==> src/hslp_pkg.sv <==
// shared types, codes and helpers for the hex sample list parser
// no dependencies; used by the interfaces, the parser core and the top level

package hslp_pkg;

  // default sample limit and reset value of the samples_expected configuration register
  localparam int MAX_SAMPLES_DEF = 4096;
  localparam int CFG_W = 13;
  localparam logic [CFG_W-1:0] CFG_RESET = 13'd1008;

  // request field widths
  localparam int MODE_W = 2;
  localparam int CHAR_W = 8;

  // result field widths
  localparam int STATUS_W = 3;
  localparam int VALUE_W = 8;
  localparam int INDEX_W = 12;

  // request modes
  localparam logic [MODE_W-1:0] MODE_CHAR  = 2'd0;
  localparam logic [MODE_W-1:0] MODE_EOF   = 2'd1;
  localparam logic [MODE_W-1:0] MODE_START = 2'd2;
  localparam logic [MODE_W-1:0] MODE_NONE  = 2'd3;

  // status codes of a result
  localparam logic [STATUS_W-1:0] ST_SAMPLE = 3'd0;
  localparam logic [STATUS_W-1:0] ST_OK     = 3'd1;
  localparam logic [STATUS_W-1:0] ST_PREFIX = 3'd2;
  localparam logic [STATUS_W-1:0] ST_DIGIT  = 3'd3;
  localparam logic [STATUS_W-1:0] ST_SEP    = 3'd4;

  // characters of the block syntax
  localparam logic [CHAR_W-1:0] CH_HASH  = 8'h23;
  localparam logic [CHAR_W-1:0] CH_H     = 8'h48;
  localparam logic [CHAR_W-1:0] CH_COMMA = 8'h2C;
  localparam logic [CHAR_W-1:0] CH_SEMI  = 8'h3B;

  // running extremes with no sample seen
  localparam logic [VALUE_W-1:0] MIN_INIT = 8'hFF;
  localparam logic [VALUE_W-1:0] MAX_INIT = 8'h00;

  // one result item
  typedef struct packed {
    logic [STATUS_W-1:0] status;
    logic [VALUE_W-1:0]  sample_value;
    logic [INDEX_W-1:0]  sample_index;
    logic [VALUE_W-1:0]  min_value;
    logic [VALUE_W-1:0]  max_value;
    logic                final_res;
  } res_t;

  // hex digit decode: bit 4 flags a valid digit, bits 3:0 hold its value
  function automatic logic [4:0] hex_decode(input logic [CHAR_W-1:0] c);
    logic [4:0] r;
    r = 5'd0;
    if (c >= 8'h30 && c <= 8'h39) begin
      r = {1'b1, 4'(c - 8'h30)};
    end else if (c >= 8'h41 && c <= 8'h46) begin
      r = {1'b1, 4'(c - 8'h37)};
    end else if (c >= 8'h61 && c <= 8'h66) begin
      r = {1'b1, 4'(c - 8'h57)};
    end
    return r;
  endfunction

endpackage

==> src/hslp_intf.sv <==
// valid/ready channel interfaces: character requests, results and configuration
// depends on hslp_pkg for field widths

interface hslp_req_if;
  import hslp_pkg::*;
  logic              valid;
  logic              ready;
  logic [MODE_W-1:0] mode;
  logic [CHAR_W-1:0] char_byte;

  modport source (output valid, mode, char_byte, input ready);
  modport sink   (input valid, mode, char_byte, output ready);
endinterface

interface hslp_res_if;
  import hslp_pkg::*;
  logic                valid;
  logic                ready;
  logic [STATUS_W-1:0] status;
  logic [VALUE_W-1:0]  sample_value;
  logic [INDEX_W-1:0]  sample_index;
  logic [VALUE_W-1:0]  min_value;
  logic [VALUE_W-1:0]  max_value;
  logic                final_res;

  modport source (output valid, status, sample_value, sample_index, min_value, max_value,
                  final_res, input ready);
  modport sink   (input valid, status, sample_value, sample_index, min_value, max_value,
                  final_res, output ready);
endinterface

interface hslp_cfg_if;
  import hslp_pkg::*;
  logic             valid;
  logic             ready;
  logic [CFG_W-1:0] samples_expected;

  modport source (output valid, samples_expected, input ready);
  modport sink   (input valid, samples_expected, output ready);
endinterface

==> src/hex_sample_list_parser_core.sv <==
// A result is registered and presented in the cycle after the request that causes it.
// Throughput: one character request per cycle; each request is a single state
// update in the parser. A result left waiting in the result register holds back
// further requests until it is taken.
// Reset: parser idle, count 0, min 255, max 0, samples_expected 1008, no result.
// depends on hslp_pkg, hslp_intf and hslp_parser

module hex_sample_list_parser_core #(
  parameter int MaxSamples = hslp_pkg::MAX_SAMPLES_DEF
) (
  input  logic        clk_i,
  input  logic        rst_ni,
  hslp_req_if.sink    req_i,
  hslp_cfg_if.sink    cfg_i,
  hslp_res_if.source  res_o
);
  import hslp_pkg::*;

  logic [CFG_W-1:0] samples_expected_q;
  logic             req_fire;
  logic             out_free;
  logic             res_vld;
  res_t             res;
  logic             res_vld_q;
  res_t             res_q;

  // configuration register, always ready
  assign cfg_i.ready = 1'b1;

  always_ff @(posedge clk_i or negedge rst_ni) begin
    if (!rst_ni) begin
      samples_expected_q <= CFG_RESET;
    end else if (cfg_i.valid) begin
      samples_expected_q <= cfg_i.samples_expected;
    end
  end

  // request handshake: take a request whenever the result register can move on
  assign out_free    = !res_vld_q || res_o.ready;
  assign req_i.ready = out_free;
  assign req_fire    = req_i.valid && out_free;

  hslp_parser #(
    .MaxSamples (MaxSamples)
  ) u_parser (
    .clk_i              (clk_i),
    .rst_ni             (rst_ni),
    .step_i             (req_fire),
    .mode_i             (req_i.mode),
    .char_byte_i        (req_i.char_byte),
    .samples_expected_i (samples_expected_q),
    .res_vld_o          (res_vld),
    .res_o              (res)
  );

  // result register valid
  always_ff @(posedge clk_i or negedge rst_ni) begin
    if (!rst_ni) begin
      res_vld_q <= 1'b0;
    end else if (out_free) begin
      res_vld_q <= req_fire && res_vld;
    end
  end

  // result register payload
  always_ff @(posedge clk_i) begin
    if (out_free && req_fire && res_vld) begin
      res_q <= res;
    end
  end

  assign res_o.valid        = res_vld_q;
  assign res_o.status       = res_q.status;
  assign res_o.sample_value = res_q.sample_value;
  assign res_o.sample_index = res_q.sample_index;
  assign res_o.min_value    = res_q.min_value;
  assign res_o.max_value    = res_q.max_value;
  assign res_o.final_res    = res_q.final_res;

  // a closing result never carries the sample status
  assert property (@(posedge clk_i) disable iff (!rst_ni)
    (res_vld_q && res_q.final_res) |-> (res_q.status != ST_SAMPLE))
    else $error("closing result with sample status");

  // a taken result with nothing new behind it leaves the register empty
  assert property (@(posedge clk_i) disable iff (!rst_ni)
    (res_vld_q && res_o.ready && !(req_fire && res_vld)) |=> !res_vld_q)
    else $error("result repeated after being taken");

  // a new result is captured whenever a request produces one
  assert property (@(posedge clk_i) disable iff (!rst_ni)
    (req_fire && res_vld) |=> res_vld_q)
    else $error("result lost");

endmodule

==> src/hslp_parser.sv <==
// parser state machine: prefix check, hex digit pairs, separators, min/max tracking
// depends on hslp_pkg for codes, the result struct and the hex decoder

module hslp_parser #(
  parameter int MaxSamples = hslp_pkg::MAX_SAMPLES_DEF
) (
  input  logic                         clk_i,
  input  logic                         rst_ni,
  input  logic                         step_i,
  input  logic [hslp_pkg::MODE_W-1:0]  mode_i,
  input  logic [hslp_pkg::CHAR_W-1:0]  char_byte_i,
  input  logic [hslp_pkg::CFG_W-1:0]   samples_expected_i,
  output logic                         res_vld_o,
  output hslp_pkg::res_t               res_o
);
  import hslp_pkg::*;

  localparam int CntW = $clog2(MaxSamples + 1);
  localparam int CmpW = (CntW > CFG_W) ? CntW : CFG_W;

  typedef enum logic [2:0] {
    PH_IDLE, PH_HASH, PH_LETTER, PH_HI, PH_LO, PH_SEP
  } phase_e;

  phase_e              phase_q, phase_d;
  logic [3:0]          high_nibble_q, high_nibble_d;
  logic [CntW-1:0]     count_q, count_d;
  logic [VALUE_W-1:0]  min_q, min_d;
  logic [VALUE_W-1:0]  max_q, max_d;

  logic                eof;
  logic [4:0]          digit;
  logic                digit_ok;
  logic [VALUE_W-1:0]  value;
  logic [CmpW-1:0]     se_ext;
  logic [CmpW-1:0]     limit;
  logic                last_due;

  // decoded character and clamped sample limit
  assign eof      = (mode_i == MODE_EOF);
  assign digit    = hex_decode(char_byte_i);
  assign digit_ok = digit[4] && !eof;
  assign value    = {high_nibble_q, digit[3:0]};
  assign se_ext   = CmpW'(samples_expected_i);

  always_comb begin
    if (se_ext == '0) begin
      limit = CmpW'(1);
    end else if (se_ext > CmpW'(MaxSamples)) begin
      limit = CmpW'(MaxSamples);
    end else begin
      limit = se_ext;
    end
  end

  assign last_due = (CmpW'(count_q) >= limit);

  // next state and result for one request
  always_comb begin
    phase_d       = phase_q;
    high_nibble_d = high_nibble_q;
    count_d       = count_q;
    min_d         = min_q;
    max_d         = max_q;
    res_vld_o     = 1'b0;
    res_o         = '{status: ST_SAMPLE, sample_value: '0, sample_index: '0,
                      min_value: min_q, max_value: max_q, final_res: 1'b0};
    if (step_i) begin
      if (mode_i == MODE_START) begin
        phase_d       = PH_HASH;
        high_nibble_d = '0;
        count_d       = '0;
        min_d         = MIN_INIT;
        max_d         = MAX_INIT;
      end else if (mode_i != MODE_NONE && phase_q != PH_IDLE) begin
        unique case (phase_q)
          PH_HASH: begin
            if (eof || char_byte_i != CH_HASH) begin
              res_vld_o       = 1'b1;
              res_o.status    = ST_PREFIX;
              res_o.final_res = 1'b1;
              phase_d         = PH_IDLE;
            end else begin
              phase_d = PH_LETTER;
            end
          end
          PH_LETTER: begin
            if (eof || char_byte_i != CH_H) begin
              res_vld_o       = 1'b1;
              res_o.status    = ST_PREFIX;
              res_o.final_res = 1'b1;
              phase_d         = PH_IDLE;
            end else begin
              phase_d = PH_HI;
            end
          end
          PH_HI: begin
            if (!digit_ok) begin
              res_vld_o       = 1'b1;
              res_o.status    = ST_DIGIT;
              res_o.final_res = 1'b1;
              phase_d         = PH_IDLE;
            end else begin
              high_nibble_d = digit[3:0];
              phase_d       = PH_LO;
            end
          end
          PH_LO: begin
            if (!digit_ok) begin
              res_vld_o       = 1'b1;
              res_o.status    = ST_DIGIT;
              res_o.final_res = 1'b1;
              phase_d         = PH_IDLE;
            end else begin
              // sample complete: update extremes, emit it with its index
              if (value < min_q) min_d = value;
              if (value > max_q) max_d = value;
              if (count_q < CntW'(MaxSamples)) count_d = count_q + CntW'(1);
              phase_d            = PH_SEP;
              res_vld_o          = 1'b1;
              res_o.sample_value = value;
              res_o.sample_index = INDEX_W'(count_q);
              res_o.min_value    = (value < min_q) ? value : min_q;
              res_o.max_value    = (value > max_q) ? value : max_q;
            end
          end
          PH_SEP: begin
            if (last_due) begin
              res_vld_o       = 1'b1;
              res_o.status    = (eof || char_byte_i == CH_SEMI) ? ST_OK : ST_SEP;
              res_o.final_res = 1'b1;
              phase_d         = PH_IDLE;
            end else if (eof || char_byte_i != CH_COMMA) begin
              res_vld_o       = 1'b1;
              res_o.status    = ST_SEP;
              res_o.final_res = 1'b1;
              phase_d         = PH_IDLE;
            end else begin
              phase_d = PH_HI;
            end
          end
          default: begin
            phase_d = PH_IDLE;
          end
        endcase
      end
    end
  end

  // parser state
  always_ff @(posedge clk_i or negedge rst_ni) begin
    if (!rst_ni) begin
      phase_q       <= PH_IDLE;
      high_nibble_q <= '0;
      count_q       <= '0;
      min_q         <= MIN_INIT;
      max_q         <= MAX_INIT;
    end else begin
      phase_q       <= phase_d;
      high_nibble_q <= high_nibble_d;
      count_q       <= count_d;
      min_q         <= min_d;
      max_q         <= max_d;
    end
  end

  // the sample count never passes MaxSamples
  assert property (@(posedge clk_i) disable iff (!rst_ni)
    count_q <= CntW'(MaxSamples))
    else $error("sample count above limit");

  // a sample result always sits inside the running extremes
  assert property (@(posedge clk_i) disable iff (!rst_ni)
    (res_vld_o && !res_o.final_res) |->
      (res_o.min_value <= res_o.sample_value && res_o.sample_value <= res_o.max_value))
    else $error("sample outside running min/max");

  // after a closing result the parser sits idle
  assert property (@(posedge clk_i) disable iff (!rst_ni)
    (res_vld_o && res_o.final_res) |=> (phase_q == PH_IDLE))
    else $error("parser not idle after closing result");

endmodule
==> src/flat_wrapper.sv <==
// flat-port wrapper written by rule: the top's interface ports become plain ports
module hex_sample_list_parser_core_flat import hslp_pkg::*;
#(
  parameter int MaxSamples = hslp_pkg::MAX_SAMPLES_DEF
)
  (clk_i, rst_ni, req_i_valid, req_i_mode, req_i_char_byte, req_i_ready, cfg_i_valid, cfg_i_samples_expected, cfg_i_ready, res_o_valid, res_o_status, res_o_sample_value, res_o_sample_index, res_o_min_value, res_o_max_value, res_o_final_res, res_o_ready);
  hslp_req_if req_i_i ();
  hslp_cfg_if cfg_i_i ();
  hslp_res_if res_o_i ();
  input  logic clk_i;
  input  logic rst_ni;
  input wire logic [$bits(req_i_i.valid)-1:0] req_i_valid;
  input wire logic [$bits(req_i_i.mode)-1:0] req_i_mode;
  input wire logic [$bits(req_i_i.char_byte)-1:0] req_i_char_byte;
  output wire logic [$bits(req_i_i.ready)-1:0] req_i_ready;
  input wire logic [$bits(cfg_i_i.valid)-1:0] cfg_i_valid;
  input wire logic [$bits(cfg_i_i.samples_expected)-1:0] cfg_i_samples_expected;
  output wire logic [$bits(cfg_i_i.ready)-1:0] cfg_i_ready;
  output wire logic [$bits(res_o_i.valid)-1:0] res_o_valid;
  output wire logic [$bits(res_o_i.status)-1:0] res_o_status;
  output wire logic [$bits(res_o_i.sample_value)-1:0] res_o_sample_value;
  output wire logic [$bits(res_o_i.sample_index)-1:0] res_o_sample_index;
  output wire logic [$bits(res_o_i.min_value)-1:0] res_o_min_value;
  output wire logic [$bits(res_o_i.max_value)-1:0] res_o_max_value;
  output wire logic [$bits(res_o_i.final_res)-1:0] res_o_final_res;
  input wire logic [$bits(res_o_i.ready)-1:0] res_o_ready;
  assign req_i_i.valid = req_i_valid;
  assign req_i_i.mode = req_i_mode;
  assign req_i_i.char_byte = req_i_char_byte;
  assign req_i_ready = req_i_i.ready;
  assign cfg_i_i.valid = cfg_i_valid;
  assign cfg_i_i.samples_expected = cfg_i_samples_expected;
  assign cfg_i_ready = cfg_i_i.ready;
  assign res_o_valid = res_o_i.valid;
  assign res_o_status = res_o_i.status;
  assign res_o_sample_value = res_o_i.sample_value;
  assign res_o_sample_index = res_o_i.sample_index;
  assign res_o_min_value = res_o_i.min_value;
  assign res_o_max_value = res_o_i.max_value;
  assign res_o_final_res = res_o_i.final_res;
  assign res_o_i.ready = res_o_ready;
  hex_sample_list_parser_core #(.MaxSamples(MaxSamples)) u_core (.clk_i(clk_i), .rst_ni(rst_ni), .req_i(req_i_i), .cfg_i(cfg_i_i), .res_o(res_o_i));
endmodule
==> config.mk <==
export PLATFORM = sky130hd
export DESIGN_NAME = hex_sample_list_parser_core_flat
export DESIGN_NICKNAME = d
export VERILOG_FILES = /design/src/hslp_pkg.sv /design/src/hslp_intf.sv /design/src/hex_sample_list_parser_core.sv /design/src/hslp_parser.sv /design/src/flat_wrapper.sv
export SDC_FILE = /design/constraint.sdc
export NUM_CORES = 1
export LEC_CHECK = 0
export BUFFER_PORTS_ARGS = -buffer_cell sky130_fd_sc_hd__buf_2
export CORE_MARGIN = 2
export CORE_UTILIZATION = 59
export CTS_BUF_LIST = sky130_fd_sc_hd__clkbuf_8
export DETAILED_ROUTE_END_ITERATION = 8
export HOLD_SLACK_MARGIN = 0.06
export PLACE_DENSITY_LB_ADDON = 0.2
export SETUP_SLACK_MARGIN = 0.5
export SLEW_MARGIN = 20
export SYNTH_ARGS = -nofsm -noshare
export SYNTH_HDL_FRONTEND = slang
export SYNTH_SLANG_ARGS = --single-unit
export TNS_END_PERCENT = 100
==> constraint.sdc <==
create_clock -name clk_i -period 4.7 [get_ports clk_i]
set_clock_uncertainty 0.05 [all_clocks]
set_input_delay 0.47 -clock clk_i [delete_from_list [all_inputs] [get_ports clk_i]]
set_output_delay 0.47 -clock clk_i [all_outputs]
set_load 0.1 [all_outputs]
==> impl.org <==
** Finish
- Total inserted antenna cells :: 0
- At the end of the flow, the number of nets in the layout was 549.
- The post-route netlist has 26.5% of its cells at a drive strength greater than 1.
- Area grow syn2layout :: 13.0%
- Final non-filler cell total :: between 500 and 600

** Setup path
- Critical Path End Type :: flop
- Highest net fanout along the worst path :: 8
- Max stage delay cell, worst path :: sky130_fd_sc_hd__a2111o_1
- STA puts the critical path data required time at 4760 ps.
- The critical path in this run is classified as input port to flop.
- STA classifies the critical path startpoint as an input port.
- STA puts the critical path data arrival time at 3780 ps.
- Critical path cell sequence :: buf_2, inv_1, ha_1, nor3b_1, a311oi_4, a22oi_1, inv_1, ha_1, o21a_1, o21ai_0, a21oi_1, a2111o_1, mux2_4
- Together, buffers and inverters on the worst path number 3.
- In this design, the stage delay of the slowest critical-path cell is 620 ps.
- Family with the most delay on the worst path :: compound AO/OA/AOI/OAI gates

** STA
- Clock period minus worst slack :: 3710 ps
- Final-layout setup total negative slack :: 0 ps
- Timing would allow up to 0.269 GHz.
- Setup repair after global routing missed its margin :: false
- The worst path uses 79.0% of the clock period.
- For the pin with the worst max-slew slack, the measured transition is 784 ps.
- Setup violations remaining at the end of the flow were counted as 0.
- Number of pins with negative max-slew slack in the final report :: 0
- The number of hold violations in the final report was 0.
- In this run the tightest slew margin relative to its limit is 47.5%.

** Synthesis
- Counting flops with a built-in enable in the synthesized netlist gives 40.
- Count of warnings emitted by yosys :: 0
- Counting every net in the synthesized netlist gives 481.
- Largest area contributor in the synthesized netlist :: sky130_fd_sc_hd__edfxtp_1
- Sorting the synthesized cells by area gives the leading types as sky130_fd_sc_hd__edfxtp_1, sky130_fd_sc_hd__dfrtp_1, sky130_fd_sc_hd__ha_1.
- Part of the Yosys area used for sequential elements :: between 50% and 60%
- Synthesized area per cell :: 11.3 sq um
- Netlist Area Pre-Place :: between 4000 and 5000 sq um
- In this run, synthesis produced a sequential element count of 90.
- Summed over its instances, the top area cell type makes up 25.3% of the synthesized netlist area.
- Synthesis produced a netlist whose cell count is 421.
- Count of unique library cells instantiated by Yosys :: 56
- Share of synthesized registers carrying an async set or reset :: 55.6%
- In the synthesized netlist the dominant register cell turns out to be sky130_fd_sc_hd__edfxtp_1.

** Hold path
- Worst hold-check path type :: input port to async pin

** Drt
- ANT nets after route :: 0
- Vias after detailed routing :: 3356
- Dividing the detail-routed wire length by the instance count gives roughly 15 um.
- Using the TritonRoute via totals, the vias-per-cell ratio works out to 5.63.
- Summed over all layers, the routed wires come to ~9 mm.
- First-pass DRT Iterations :: 4
- In this run, the number of DRC markers left after iteration 0 of detailed routing was 126.
- Residual DRC :: 0

** Run
- The tool flagged a number of max-cap violations equal to 0.

** Power and ir drop
- IR analysis of the VDD net gives a maximum drop of 198 uV.
- Cell area power density :: 309 nW/um^2
- Power consumption :: 1660 uW
- The analysis attributes to cell leakage a power of 0.00246 uW.

** GRT
- Overflow left after global routing :: 0
- Wire length of the first global-routing pass :: approximately 15 mm
- The number of global-route vias before repair was 3293.
- Entering global routing, the biggest net connects 51 pins.
- The number of antenna violations at the first check in global routing came to 0.
- Tot GR Track Use :: 22.4%

** Floorplan
- In this run the core area contains 32 standard-cell rows.
- For this configuration, the core starts out at a cell density of 61.1%.
- From bottom edge to top edge, the die measures 93.7 um.
- From left edge to right edge, the die measures 93.7 um.
- Die footprint :: 8770 sq um
- Total core area :: 7770 sq um
- I/O Pins :: 71

** Clock network
- The tree is rooted in a sky130_fd_sc_hd__clkbuf_8.
- The later pin in the worst-skew pair is clocked with a latency of 360 ps.
- Gates resized during post-CTS repair numbered 0.
- Clock tree synthesis found a total of 90 sinks.
- Clock buffer depth :: 2
- Buffers inserted to repair hold after CTS numbered 0.
- H-tree depth :: 3
- Total clock buffers created by CTS :: 9
- Clock transition at path regs :: approximately 100 ps
- Clock tree from TritonCTS :: done
- After clock tree synthesis, the setup repair step added 0 buffers.

** Place
- After legalization and detailed placement, the total HPWL measured 6.57 mm.
- Gp weighted congestion :: 0.871
- Total instance count after detailed placement :: 580
- Port-buffer cells :: 69

** Run status
- Outcome :: complete, no violations
[cell usage in the layout (no fill, tap or decap), drive strengths merged, types with 13 or more instances in the layout]
master and count:
nand3 18, a21oi 14, mux2 24, o21ai 13, nor2 31, and2 24
dfstp 14, edfxtp 40, ha 32, nand2 30, inv 36, dfrtp 36
buf 71
[state kept, by name (all words and copies together), names as in the netlist]
register                       count
u_core.res_o.sample_value          8
u_core.res_o.min_value             8
u_core.u_parser.high_nibble_q      4
u_core.res_o.sample_index         12
u_core.samples_expected_q         13
u_core.u_parser.phase_q            3
u_core.u_parser.count_q           13
u_core.res_o.status                3
u_core.res_o.final_res             1
u_core.res_o.max_value             8
u_core.res_o.valid                 1
u_core.u_parser.max_q              8
u_core.u_parser.min_q              8
[report_power, final]
part | leakage, uW | switching [uW] | internal [uW]
logic | 0.00137 | 205 | 58.3
registers | 0.000991 | 15.5 | 857
clock network | 0.000105 | 273 | 246
[final timing paths]
kind                                                 end  depth (start not counted)                     startpoint  slack (ps)
max                            u_core.res_o.min_value[5]                         13             req_i_char_byte[0]         990
min                           u_core.u_parser.phase_q[1]                          2                         rst_ni         160
max reg2reg                    u_core.res_o.max_value[5]                         11   u_core.samples_expected_q[1]        1350
min reg2reg                u_core.samples_expected_q[10]                          1  u_core.samples_expected_q[10]         490
max in group asynchronous  u_core.samples_expected_q[10]                          2                         rst_ni        3990
min in group clk_i         u_core.samples_expected_q[12]                          3     cfg_i_samples_expected[12]         300
[cells by family (layout without fill, tap and decap cells)]
| family | Yosys count | after routing | share of synthesized area [%] |
|---|---|---|---|
| xor+xnor | 10 | 10 | 1.85 |
| compound gates | 57 | 57 | 8.84 |
| fa+ha+maj | 32 | 32 | 8.44 |
| flops | 90 | 90 | 52.1 |
| mux | 30 | 30 | 7.44 |
| simple gates | 153 | 153 | 17.3 |
| other cells | 1 | 1 | 0.0791 |
| buf+inv | 48 | 121 | 4.04 |
[stage by stage]
step	hold WS (ps)	utilization (%)	setup WS (ps)	cell area [sq um]
floorplan	124	-	1120	4740
global placement	457	66.5	738	5170
detailed placement	477	66.5	626	5170
CTS	187	69.0	997	5360
global route	215	69.0	734	5360
finish	160	69.0	985	5360
[layer usage]
| layer | routed length, um | part of all wire (%) | global-route usage (%) | up-vias |
|---|---|---|---|---|
| li1 | - | - | - | 1636 |
| met1 | 4140 | 46 | 29.0 | 1617 |
| met2 | 4410 | 48 | 38.1 | 91 |
| met3 | 395 | 4.3 | 3.69 | 12 |
| met4 | 142 | 1.6 | 8.57 | 0 |
| met5 | 0 | 0 | 0 | - |
[Yosys cell counts (all sizes together), types with 2 or more instances]
| cell type | n |
|---|---|
| edfxtp | 40 |
| dfrtp | 36 |
| inv | 34 |
| ha | 32 |
| nor2 | 31 |
| nand2 | 30 |
| and2 | 24 |
| mux2 | 24 |
| nand3 | 18 |
| a21oi | 14 |
| dfstp | 14 |
| o21ai | 13 |
| clkbuf | 12 |
| nand2b | 10 |
| xnor2 | 8 |
| nor4 | 7 |
| mux2i | 6 |
| nor3 | 6 |
| a21o | 5 |
| and3 | 4 |
| nand4 | 4 |
| nor2b | 4 |
| a32oi | 3 |
| a41oi | 3 |
| nor3b | 3 |
| o21a | 3 |
| or3 | 3 |
| a211oi | 2 |
| buf | 2 |
| nand4b | 2 |
| nor4b | 2 |
| o2111ai | 2 |
| xor2 | 2 |
[worst register-to-register path: stages, from the launching register on]
cell                       delay (ps)
sky130_fd_sc_hd__dfrtp_1          410
sky130_fd_sc_hd__nor4_1           330
sky130_fd_sc_hd__a31oi_1          140
sky130_fd_sc_hd__nor2_1           110
sky130_fd_sc_hd__ha_1             230
sky130_fd_sc_hd__nor2b_1          140
sky130_fd_sc_hd__o21ai_0           90
sky130_fd_sc_hd__a32oi_1          320
sky130_fd_sc_hd__o211ai_1         210
sky130_fd_sc_hd__a211oi_1         420
sky130_fd_sc_hd__nand2_1          260
sky130_fd_sc_hd__buf_4            340
[final cells by class]
cell class / count / area (sq um)
Timing Repair Buffer: 71 / 360
Multi-Input combinational cell: 283 / 2080
Tap cell: 102 / 128
Clock buffer: 9 / 124
Inverter: 34 / 128
Fill cell: 609 / 2410
Clock inverter: 7 / 70.1
Sequential cell: 90 / 2470
(Power assumes the default switching activity.)
